[config.mk]
export PLATFORM = sky130hd
export DESIGN_NAME = rational_arithmetic_unit
export DESIGN_NICKNAME = d
export VERILOG_FILES = /design/src/sv/rau_pkg.sv /design/src/sv/rau_datapath.sv /design/src/sv/rau_ctrl.sv /design/src/sv/rational_arithmetic_unit.sv
export VERILOG_INCLUDE_DIRS = /design/src /design/src/sv
export SDC_FILE = /design/constraint.sdc
export NUM_CORES = 2
export LEC_CHECK = 0
export BUFFER_PORTS_ARGS = -buffer_cell sky130_fd_sc_hd__buf_4
export CAP_MARGIN = 30
export CORE_UTILIZATION = 25
export DETAILED_ROUTE_END_ITERATION = 8
export GPL_TIMING_DRIVEN = 0
export PLACE_DENSITY = 0.46
export SYNTH_ARGS = -nofsm -noshare
export SYNTH_HDL_FRONTEND = slang
export SYNTH_SLANG_ARGS = --single-unit
[constraint.sdc]
create_clock -name clk_i -period 20.3 [get_ports clk_i]
set_clock_uncertainty 0.2 [all_clocks]
set_input_delay 2.03 -clock clk_i [delete_from_list [all_inputs] [get_ports clk_i]]
set_output_delay 2.03 -clock clk_i [all_outputs]
set_load 0.02 [all_outputs]
[src/sv/rational_arithmetic_unit_assert.svh]
// Assertion macros for the rational arithmetic unit.
// Included by the top level; no other dependencies.
`ifndef RATIONAL_ARITHMETIC_UNIT_ASSERT_SVH
`define RATIONAL_ARITHMETIC_UNIT_ASSERT_SVH
`ifndef SYNTHESIS
`define RAU_ASSERT(label, prop) \
  label: assert property (@(posedge clk_i) disable iff (!rst_ni) prop) else $error("%m");
`define RAU_ASSERT_NEXT(label, pre, post) \
  label: assert property (@(posedge clk_i) disable iff (!rst_ni) (pre) |=> (post)) \
    else $error("%m");
`else
`define RAU_ASSERT(label, prop)
`define RAU_ASSERT_NEXT(label, pre, post)
`endif
`endif

[src/sv/rau_pkg.sv]
// Shared types and constants for the rational arithmetic unit.
// No dependencies.
package rau_pkg;
  localparam int unsigned OpW  = 16;
  localparam int unsigned DenW = OpW - 1;
  localparam int unsigned ResW = 32;
  localparam int unsigned MagW = 2 * OpW + 2;
  localparam int unsigned CntW = $clog2(MagW + 1);

  localparam logic [3:0] ModeAdd = 4'd0;
  localparam logic [3:0] ModeSub = 4'd1;
  localparam logic [3:0] ModeMul = 4'd2;
  localparam logic [3:0] ModeDiv = 4'd3;
  localparam logic [3:0] ModeNeg = 4'd4;
  localparam logic [3:0] ModeInc = 4'd5;
  localparam logic [3:0] ModeDec = 4'd6;
  localparam logic [3:0] ModeLt  = 4'd7;
  localparam logic [3:0] ModeLe  = 4'd8;
  localparam logic [3:0] ModeGt  = 4'd9;
  localparam logic [3:0] ModeGe  = 4'd10;

  // controller -> datapath
  typedef struct packed {
    logic load;     // capture operands
    logic prod;     // register cross products
    logic form;     // form n/d and classify
    logic div_go;   // start a remainder step sequence
    logic div_step; // one restoring division bit
    logic swap;     // euclid x<-y, y<-rem
    logic qstart;   // start dividing n and d by gcd
    logic qsel;     // 0: divide n, 1: divide d
    logic qsave;    // store quotient
    logic out;      // build result
  } cmd_t;

  // datapath -> controller
  typedef struct packed {
    logic reduce;   // mode needs gcd reduction
    logic y_zero;
    logic div_last;
  } sts_t;
endpackage

[src/sv/rau_datapath.sv]
// Datapath: cross products, Euclidean gcd with a bit-serial divider, result.
// Depends on rau_pkg.
module rau_datapath (
  input  logic                     clk_i,
  input  logic [3:0]               mode_i,
  input  logic [rau_pkg::OpW-1:0]  a_num_i,
  input  logic [rau_pkg::DenW-1:0] a_den_i,
  input  logic [rau_pkg::OpW-1:0]  b_num_i,
  input  logic [rau_pkg::DenW-1:0] b_den_i,
  input  rau_pkg::cmd_t            cmd_i,
  output rau_pkg::sts_t            sts_o,
  output logic [rau_pkg::ResW-1:0] res_num_o,
  output logic [rau_pkg::ResW-2:0] res_den_o,
  output logic                     cmp_true_o,
  output logic                     div_error_o
);
  import rau_pkg::*;

  localparam int unsigned PW = 2 * OpW;

  logic [3:0] mode_q;
  logic signed [OpW-1:0] an_q, bn_q;
  logic [DenW-1:0] ad_q, bd_q;
  logic signed [PW-1:0] p1_q, p2_q, p3_q, p4_q;
  logic neg_q, err_q, red_q;
  logic [MagW-1:0] x_q, y_q, un_q, ud_q;
  logic [MagW-1:0] dvd_q, dvs_q, quo_q, rem_q;
  logic [CntW-1:0] cnt_q;
  logic [MagW-1:0] rem_sh, rem_sub;

  logic signed [MagW-1:0] n_d, d_d;
  always_comb begin
    n_d = '0;
    d_d = '0;
    case (mode_q)
      ModeAdd: begin n_d = MagW'(p1_q) + MagW'(p2_q); d_d = MagW'(p3_q); end
      ModeSub: begin n_d = MagW'(p1_q) - MagW'(p2_q); d_d = MagW'(p3_q); end
      ModeMul: begin n_d = MagW'(p4_q); d_d = MagW'(p3_q); end
      ModeDiv: begin n_d = MagW'(p1_q); d_d = MagW'(p2_q); end
      ModeNeg: begin n_d = -MagW'(an_q); d_d = MagW'({1'b0, ad_q}); end
      default: ;
    endcase
  end

  assign rem_sh  = {rem_q[MagW-2:0], dvd_q[MagW-1]};
  assign rem_sub = rem_sh - dvs_q;

  // operand, product, euclid and quotient registers
  always_ff @(posedge clk_i) begin
    if (cmd_i.load) begin
      mode_q <= mode_i; an_q <= a_num_i; ad_q <= a_den_i;
      bn_q <= b_num_i; bd_q <= b_den_i;
    end
    if (cmd_i.prod) begin
      p1_q <= PW'(an_q) * PW'($signed({1'b0, bd_q}));
      p2_q <= PW'(bn_q) * PW'($signed({1'b0, ad_q}));
      p3_q <= PW'($signed({1'b0, ad_q})) * PW'($signed({1'b0, bd_q}));
      p4_q <= PW'(an_q) * PW'(bn_q);
    end
    if (cmd_i.form) begin
      neg_q <= n_d[MagW-1] ^ d_d[MagW-1];
      err_q <= (d_d == '0);
      red_q <= (mode_q <= ModeNeg) && (d_d != '0);
      un_q  <= n_d[MagW-1] ? -n_d : n_d;
      ud_q  <= d_d[MagW-1] ? -d_d : d_d;
      x_q   <= n_d[MagW-1] ? -n_d : n_d;
      y_q   <= d_d[MagW-1] ? -d_d : d_d;
    end
    if (cmd_i.div_go) begin
      dvd_q <= x_q; dvs_q <= y_q; rem_q <= '0; quo_q <= '0;
      cnt_q <= CntW'(MagW - 1);
    end else if (cmd_i.qstart) begin
      dvd_q <= cmd_i.qsel ? ud_q : un_q; dvs_q <= x_q;
      rem_q <= '0; quo_q <= '0; cnt_q <= CntW'(MagW - 1);
    end else if (cmd_i.div_step) begin
      dvd_q <= {dvd_q[MagW-2:0], 1'b0};
      if (rem_sh >= dvs_q) begin
        rem_q <= rem_sub; quo_q <= {quo_q[MagW-2:0], 1'b1};
      end else begin
        rem_q <= rem_sh; quo_q <= {quo_q[MagW-2:0], 1'b0};
      end
      cnt_q <= cnt_q - 1'b1;
    end
    if (cmd_i.swap) begin
      x_q <= y_q; y_q <= rem_q;
    end
    // a save that also starts the next division is the numerator's
    if (cmd_i.qsave) begin
      if (cmd_i.qsel && !cmd_i.qstart) ud_q <= quo_q;
      else un_q <= quo_q;
    end
  end

  assign sts_o.reduce   = red_q;
  assign sts_o.y_zero   = (y_q == '0);
  assign sts_o.div_last = (cnt_q == '0);

  // result assembly
  logic [ResW-1:0] rn_d;
  logic [ResW-2:0] rd_d;
  logic cmp_d, err_d;
  logic signed [MagW-1:0] id_sum;
  always_comb begin
    rn_d = '0; rd_d = '0; cmp_d = 1'b0; err_d = 1'b0;
    id_sum = (mode_q == ModeInc) ? MagW'(an_q) + MagW'({1'b0, ad_q})
                                 : MagW'(an_q) - MagW'({1'b0, ad_q});
    case (mode_q)
      ModeAdd, ModeSub, ModeMul, ModeDiv, ModeNeg: begin
        if (err_q) begin
          rd_d = (ResW-1)'(1); err_d = 1'b1;
        end else begin
          rn_d = neg_q ? ResW'(-un_q) : ResW'(un_q);
          rd_d = (ResW-1)'(ud_q);
        end
      end
      ModeInc, ModeDec: begin
        if (ad_q == '0) begin
          rd_d = (ResW-1)'(1); err_d = 1'b1;
        end else begin
          rn_d = ResW'(id_sum);
          rd_d = (ResW-1)'(ad_q);
        end
      end
      ModeLt: cmp_d = p1_q <  p2_q;
      ModeLe: cmp_d = p1_q <= p2_q;
      ModeGt: cmp_d = p1_q >  p2_q;
      ModeGe: cmp_d = p1_q >= p2_q;
      default: ;
    endcase
  end

  always_ff @(posedge clk_i) begin
    if (cmd_i.out) begin
      res_num_o <= rn_d; res_den_o <= rd_d;
      cmp_true_o <= cmp_d; div_error_o <= err_d;
    end
  end
endmodule

[src/sv/rau_ctrl.sv]
// Controller state machine sequencing the datapath and the stream handshake.
// Depends on rau_pkg.
module rau_ctrl (
  input  logic          clk_i,
  input  logic          rst_ni,
  input  logic          in_fire_i,
  output logic          in_ready_o,
  output logic          out_valid_o,
  input  logic          out_ready_i,
  input  rau_pkg::sts_t sts_i,
  output rau_pkg::cmd_t cmd_o
);
  import rau_pkg::*;

  typedef enum logic [8:0] {
    StIdle  = 9'b000000001,
    StProd  = 9'b000000010,
    StForm  = 9'b000000100,
    StTest  = 9'b000001000,
    StGstep = 9'b000010000,
    StSwap  = 9'b000100000,
    StQstep = 9'b001000000,
    StQsave = 9'b010000000,
    StOut   = 9'b100000000
  } state_e;

  state_e state_q, state_d;
  logic qsel_q, qsel_d;
  logic out_valid_q, out_valid_d;

  always_comb begin
    state_d = state_q;
    qsel_d  = qsel_q;
    out_valid_d = out_valid_q && !out_ready_i;
    cmd_o   = '0;
    cmd_o.qsel = qsel_q;
    case (state_q)
      StIdle: if (in_fire_i) begin cmd_o.load = 1'b1; state_d = StProd; end
      StProd: begin cmd_o.prod = 1'b1; state_d = StForm; end
      StForm: begin cmd_o.form = 1'b1; state_d = StTest; end
      StTest: begin
        if (!sts_i.reduce) state_d = StOut;
        else if (sts_i.y_zero) begin
          cmd_o.qstart = 1'b1; cmd_o.qsel = 1'b0; qsel_d = 1'b0; state_d = StQstep;
        end else begin
          cmd_o.div_go = 1'b1; state_d = StGstep;
        end
      end
      StGstep: begin
        cmd_o.div_step = 1'b1;
        if (sts_i.div_last) state_d = StSwap;
      end
      StSwap: begin cmd_o.swap = 1'b1; state_d = StTest; end
      StQstep: begin
        cmd_o.div_step = 1'b1;
        if (sts_i.div_last) state_d = StQsave;
      end
      StQsave: begin
        cmd_o.qsave = 1'b1;
        if (qsel_q) state_d = StOut;
        else begin
          cmd_o.qstart = 1'b1; cmd_o.qsel = 1'b1; qsel_d = 1'b1; state_d = StQstep;
        end
      end
      // load the output register once the previous beat has gone
      StOut: if (!out_valid_q || out_ready_i) begin
        cmd_o.out = 1'b1; out_valid_d = 1'b1; state_d = StIdle;
      end
      default: state_d = StIdle;
    endcase
  end

  // qsave uses the current selector; the next quotient start sets it
  always_ff @(posedge clk_i or negedge rst_ni) begin
    if (!rst_ni) begin
      state_q <= StIdle; qsel_q <= 1'b0; out_valid_q <= 1'b0;
    end else begin
      state_q <= state_d; qsel_q <= qsel_d; out_valid_q <= out_valid_d;
    end
  end

  assign in_ready_o  = (state_q == StIdle);
  assign out_valid_o = out_valid_q;
endmodule

[src/sv/rational_arithmetic_unit.sv]
// Rational arithmetic unit: one fraction result per input beat, one beat worked
// at a time; an output register lets the next beat be taken while a result waits.
// Inc, dec, compares, unused modes and errors skip reduction and go straight to the
// output. Add, sub, mul, div and neg reduce by a Euclidean gcd on a 34-bit
// bit-serial divider: one division per remainder step, then two divisions of n
// and d by the gcd. A new beat is taken from the cycle after the result is
// loaded; a stalled output holds the unit before that load. Depends on rau_pkg,
// rau_ctrl, rau_datapath and the assertion header.
`include "rational_arithmetic_unit_assert.svh"
module rational_arithmetic_unit (
  input  logic        clk_i,
  input  logic        rst_ni,
  input  logic        s_axis_tvalid,
  output logic        s_axis_tready,
  // mode[3:0], a_num[19:4], a_den[34:20], b_num[50:35], b_den[65:51], pad
  input  logic [71:0] s_axis_tdata,
  output logic        m_axis_tvalid,
  input  logic        m_axis_tready,
  // res_num[31:0], res_den[62:32], cmp_true[63], div_error[64], pad
  output logic [71:0] m_axis_tdata
);
  import rau_pkg::*;

  cmd_t cmd;
  sts_t sts;
  logic in_fire;
  logic [ResW-1:0] res_num;
  logic [ResW-2:0] res_den;
  logic cmp_true, div_error;

  assign in_fire = s_axis_tvalid && s_axis_tready;

  rau_ctrl u_ctrl (
    .clk_i, .rst_ni, .in_fire_i(in_fire), .in_ready_o(s_axis_tready),
    .out_valid_o(m_axis_tvalid), .out_ready_i(m_axis_tready),
    .sts_i(sts), .cmd_o(cmd)
  );

  rau_datapath u_dp (
    .clk_i,
    .mode_i(s_axis_tdata[3:0]), .a_num_i(s_axis_tdata[19:4]),
    .a_den_i(s_axis_tdata[34:20]), .b_num_i(s_axis_tdata[50:35]),
    .b_den_i(s_axis_tdata[65:51]),
    .cmd_i(cmd), .sts_o(sts),
    .res_num_o(res_num), .res_den_o(res_den),
    .cmp_true_o(cmp_true), .div_error_o(div_error)
  );

  assign m_axis_tdata = {7'd0, div_error, cmp_true, res_den, res_num};

  `RAU_ASSERT(a_valid_known, !$isunknown(m_axis_tvalid))
  `RAU_ASSERT_NEXT(a_accept_busy, in_fire, !s_axis_tready)
  `RAU_ASSERT_NEXT(a_out_hold, m_axis_tvalid && !m_axis_tready, m_axis_tvalid && $stable(m_axis_tdata))
endmodule

# Yosys cells after proc, flatten, opt, wreduce, memory -nomap -nowiden
# Index checks and enable logic that the tools add are counted.
dict set report classes {
  add_sub_neg 10
  mul 4
  magnitude_cmp 6
  n_eq_ne 25
  mux 63
  bitwise 1
  n_reduce_logical 26
}
# cell count
set ops {}
lappend ops {{$mux W34} 19}
lappend ops {{$pmux W34 S5} 1}
lappend ops {{$mux W32} 4}
lappend ops {{$pmux W34 S3} 1}
lappend ops {{$mul A16 B16 Y32} 3}
lappend ops {{$pmux W9 S8} 1}
lappend ops {{$logic_not A34 Y1} 2}
lappend ops {{$neg A34 Y34} 2}
lappend ops {{$pmux W32 S2} 1}
lappend ops {{$pmux W31 S2} 1}
lappend ops {{$mux W9} 6}
lappend ops {{$ge A34 B34 Y1} 1}
lappend ops {{$neg A16 Y34} 1}
lappend ops {{$reduce_bool A34 Y1} 1}
lappend ops {{$sub A34 B34 Y34} 1}
lappend ops {{$add A32 B32 Y33} 1}
lappend ops {{$sub A32 B32 Y33} 1}
lappend ops {{$ge A32 B32 Y1} 1}
lappend ops {{$gt A32 B32 Y1} 1}
lappend ops {{$le A32 B32 Y1} 1}
lappend ops {{$lt A32 B32 Y1} 1}
lappend ops {{$neg A32 Y32} 1}
lappend ops {{$mux W31} 1}
lappend ops {{$mul A15 B15 Y30} 1}
lappend ops {{other kinds (40)} 81}
dict set report totals {
  regBits 551
  out_inout_bits 74
}

# Longest topological paths before layout
dict set report logic_depth {
  word_depth 8
  mapped_depth 30
}

# Cells and area by module
# Synthesis repeated with hierarchy kept, for this count alone.
dict set report hier_totals {
  hier_cells 7290
  area_unflattened_um2 67775.0
}
# mod instances cells_per_inst area_per_inst_um2 seq_area_each_um2
set modules_own_cells {}
lappend modules_own_cells {rau_datapath 1 7194 66956.7 14734.1}
lappend modules_own_cells {rau_ctrl 1 85 740.7 276.5}
lappend modules_own_cells {rational_arithmetic_unit 1 11 77.6 0.0}

# Worst setup path before layout
# Ideal clock, no wire load.
dict set report synth_path {
  path_kind {register to register}
  startpoint {register u_ctrl.state_q[4]}
  endpoint {register u_ctrl.state_q[0]}
  setup_ps 78
  arrival_ps 15100
  t_required_ps 20022
  setup_slack_ps 4922
  path_stages_with_launch 6
  n_path_buf 0
  path_cell_list {dfrtp_1 > or3_1 > nor4b_1 > or4_1 > o31ai_1 > and3_1}
}
dict set report synth_via {
  elab_chain_len 4
  word_cells_on_any_way 17
  classes_between {eq/ne: 13; mux: 1; reduce/logical: 3}
}
# item line_no
set synth_lines {}
lappend synth_lines {{from (decl)} rau_ctrl.sv:27} ;# state_e state_q, state_d;
lappend synth_lines {{from (signal assigned)} rau_ctrl.sv:78} ;# state_q <= state_d; qsel_q <= qsel_d; out_valid_q <= out_valid_d;
lappend synth_lines {{$eq A9 B1 Y1} {rau_ctrl.sv:37, rau_ctrl.sv:82}}
lappend synth_lines {{$logic_and A1 B1 Y1} rational_arithmetic_unit.sv:31} ;# assign in_fire = s_axis_tvalid && s_axis_tready;
lappend synth_lines {{$ne A2 B1 Y1 (no line)} --}
lappend synth_lines {{$reduce_and A4 Y1 (no line)} --}
# Parallel ways exist; a longest one is shown, timed or not.
# A chain may end at the register's enable or synchronous reset.

# Final worst setup path
dict set report layout_path {
  startpoint {register u_dp.an_q[11]}
  endpoint {register u_dp.p4_q[30] (data pin)}
}
dict set report layout_via {
  elab_chain_len 1
}
# item line_no
set layout_lines {}
lappend layout_lines {{from (decl)} rau_datapath.sv:22} ;# logic signed [OpW-1:0] an_q, bn_q;
lappend layout_lines {{from (signal assigned)} rau_datapath.sv:51} ;# mode_q <= mode_i; an_q <= a_num_i; ad_q <= a_den_i;
lappend layout_lines {{$mul A16 B16 Y32} rau_datapath.sv:58} ;# p4_q <= PW'(an_q) * PW'(bn_q);
lappend layout_lines {{to (signal assigned)} rau_datapath.sv:58}
lappend layout_lines {{to (decl)} rau_datapath.sv:24} ;# logic signed [PW-1:0] p1_q, p2_q, p3_q, p4_q;
# Every way passes these cells.

==> summary.txt <==
Logic synthesis
  – Largest cells by area after synthesis: fa_1 28%, edfxtp_1 18%, ha_1 8.6%
  – Distinct cell type count after synthesis: slightly above 90
  – Gate Count Post-Synth: around 7300
  – Synth warnings: 0
  – FF+latch count, synth: 549
  – Sequential share of the synthesized area: 0.2234
  – Top cell type by total area after synthesis: fa_1
  – EDFF count, synth: ~400
  – Main synth FF type: edfxtp_1
  – Synthesized area per cell: 9.178 um^2
  – Mapped Area: between 60000 and 70000 um^2
  – Yosys top cell area share: 0.2756
  – Async SR Flop Fraction: 0.02004

Floorplanning
  – FP Rows: 189
  – Num ports: 150
  – Die Wd: 520.4 um
  – Die Area: ~270000 um^2
  – Core ar.: roughly 270000 um^2
  – Initial Util: 0.2523
  – Chip Height: 520.4 um

Worst setup path
  – Crit path largest cell delay: 0.85 ns
  – Cell mode on critical path: fa_1
  – Crit Path Category: register to register
  – WP data required: about 20 ns
  – Crit-path max FO: 10
  – Crit path DAT: 9.45 ns
  – Slowest CP cell: clkbuf_1
  – CP Launch Type: register
  – Setup crit end kind: register

Clock tree
  – H-tree Lvls: 3
  – Cts repair resizes: 0
  – TritonCTS clock tree: done
  – Worst-Skew Late Latency: roughly 0.69 ns
  – Sink Count: about 550
  – TritonCTS buffer count: between 60 and 70
  – Hold Buf Count CTS: 0
  – Clk buf depth: 3
  – Reg clk slew, reported paths: around 0.06 ns
  – Root buf cell: clkbuf_16
  – Post-CTS Setup Inserts: 0

STA
  – Endpoints failing setup: 0
  – Slew margin rel.: 0.2324
  – RSZ-0062 raised after global routing: false
  – Hold WS: between 0.2 and 0.3 ns
  – Final Hold Fails: 0
  – Fmax: 0.1080 GHz
  – Slew Viols, Final: 0
  – Period utilization: 0.4559
  – Tmin final: 9.255 ns
  – Tightest Pin Transition: approximately 1.2 ns

Routing
  – Total number of vias: 54480
  – Final ANT Viol Nets: 0
  – Drt total wl: between 200000 and 300000 um
  – Drt initial violations: roughly 4700
  – DR WL/cell: 24.81 um
  – First-pass DRT Iterations: 5
  – DR vias/cell: slightly below 5
  – Drc violations: 0

Layout
  – Finished Layout Cells: about 11000
  – Post-route cell area: about 76000 um^2
  – Commonest non-fill, non-tap cell in the layout: inv_1
  – Layout net count: 9069
  – Most frequent cells in the layout: 1209 x inv_1, 944 x nand2_1, 925 x fa_1, 531 x and2_1, 463 x ha_1
  – Area growth from synthesis to layout: 12.92%
  – Layout cells sized above 1: 0.05221

GRT
  – Grt ovf: 0
  – Pin count of the biggest net entering global routing: slightly below 60
  – Initial antenna violation count: 22
  – GRT Util Overall: 0.2026
  – Wire length of the first global-routing pass: roughly 400000 um
  – Vias in the first global route: approximately 55000

Job
  – Max-cap violations: 0

Placement
  – # placed instances: between 10000 and 15000
  – Final GP Congestion: approximately 0.97
  – Post-DP Area: about 73000 um^2
  – PortBufs: 136
  – DPL Wire Length: 234600 um

Run status
  – Outcome: finished clean

Worst hold path
  – Worst Hold Class: register to register
==> stage by stage <==
step	TNS (ns)	setup slack (ns)	utilization
2_1_floorplan	0	4.922	-
3_3_place_gp	-112.50	-1.620	0.2729
3_5_place_dp	0	11.10	0.2759
4_1_cts	0	11.04	0.2846
5_1_grt	0	10.71	0.2849
6_report	0	11.04	0.2850
==> Yosys cell counts, types with 82 or more instances <==
library cell and instances:
inv_1 1210, nand2_1 945, fa_1 925, and2_1 532
ha_1 463, edfxtp_1 396, clkbuf_1 362, o21ai_0 340
a21oi_1 303, nor2_1 281, xnor2_1 181, dfxtp_1 142
xor2_1 112, nand3_1 86, mux2i_1 82
==> metal layers <==
metal  track usage  wire length [um]
met2        0.3297            126300
met1        0.2694            120500
met4       0.08482             13280
met3       0.02660             17760
met5             0                13
==> final timing paths <==
check	startpoint	to	slack, ns	depth (start not counted)
max in group asynchronous	rst_ni	u_ctrl.state_q[0]	18.68	1
hold / removal	u_dp.quo_q[33]	u_dp.ud_q[33]	0.26	2
setup reg to reg	u_dp.an_q[11]	u_dp.p4_q[30]	11.04	26
min in group asynchronous	rst_ni	u_ctrl.out_valid_o	0.99	1
hold reg to reg	u_dp.quo_q[33]	u_dp.ud_q[33]	0.26	2
setup / recovery	u_dp.an_q[11]	u_dp.p4_q[30]	11.04	26
==> registers in the layout, summed over array words and instances (netlist names), 34 cells and up <==
name	count
u_dp.dvs_q	34
u_dp.x_q	34
u_dp.dvd_q	34
u_dp.y_q	34
u_dp.un_q	34
u_dp.rem_q	34
u_dp.ud_q	34
u_dp.quo_q	34
==> critical path: cells and delay by family, from the launching register on <==
kind                     cells  cell delay (ns)
AO/OA/AOI/OAI               10             2.60
buffers and inverters        7             1.92
XOR/XNOR                     1             0.10
adder cells (fa/ha/maj)      7             3.21
flip-flops                   1             0.66
AND/OR/NAND/NOR              1             0.27
==> cells by family after synthesis <==
| group | share of synthesized area |
|---|---|
| AND/OR/NAND/NOR | 0.1589 |
| buffers and inverters | 0.09111 |
| adder cells (fa/ha/maj) | 0.3618 |
| AO/OA/AOI/OAI | 0.1122 |
| flip-flops | 0.2234 |
| XOR/XNOR | 0.03819 |
| multiplexers | 0.01439 |
| other | 0.00005581 |
==> cell type report <==
type	instances	area (um^2)
Antenna cell	3	7.507
Multi-Input combinational cell	5160	46150
Timing Repair Buffer	207	1856
Tap cell	3533	4420
Clock buffer	83	1822
Inverter	1210	4542
Clock inverter	45	486.7
Sequential cell	549	15010
Fill cell	28437	190400
Buffer	408	1582
Power is not shown: default switching activity piles up to over one toggle a cycle in this logic, so the estimate is an artifact.
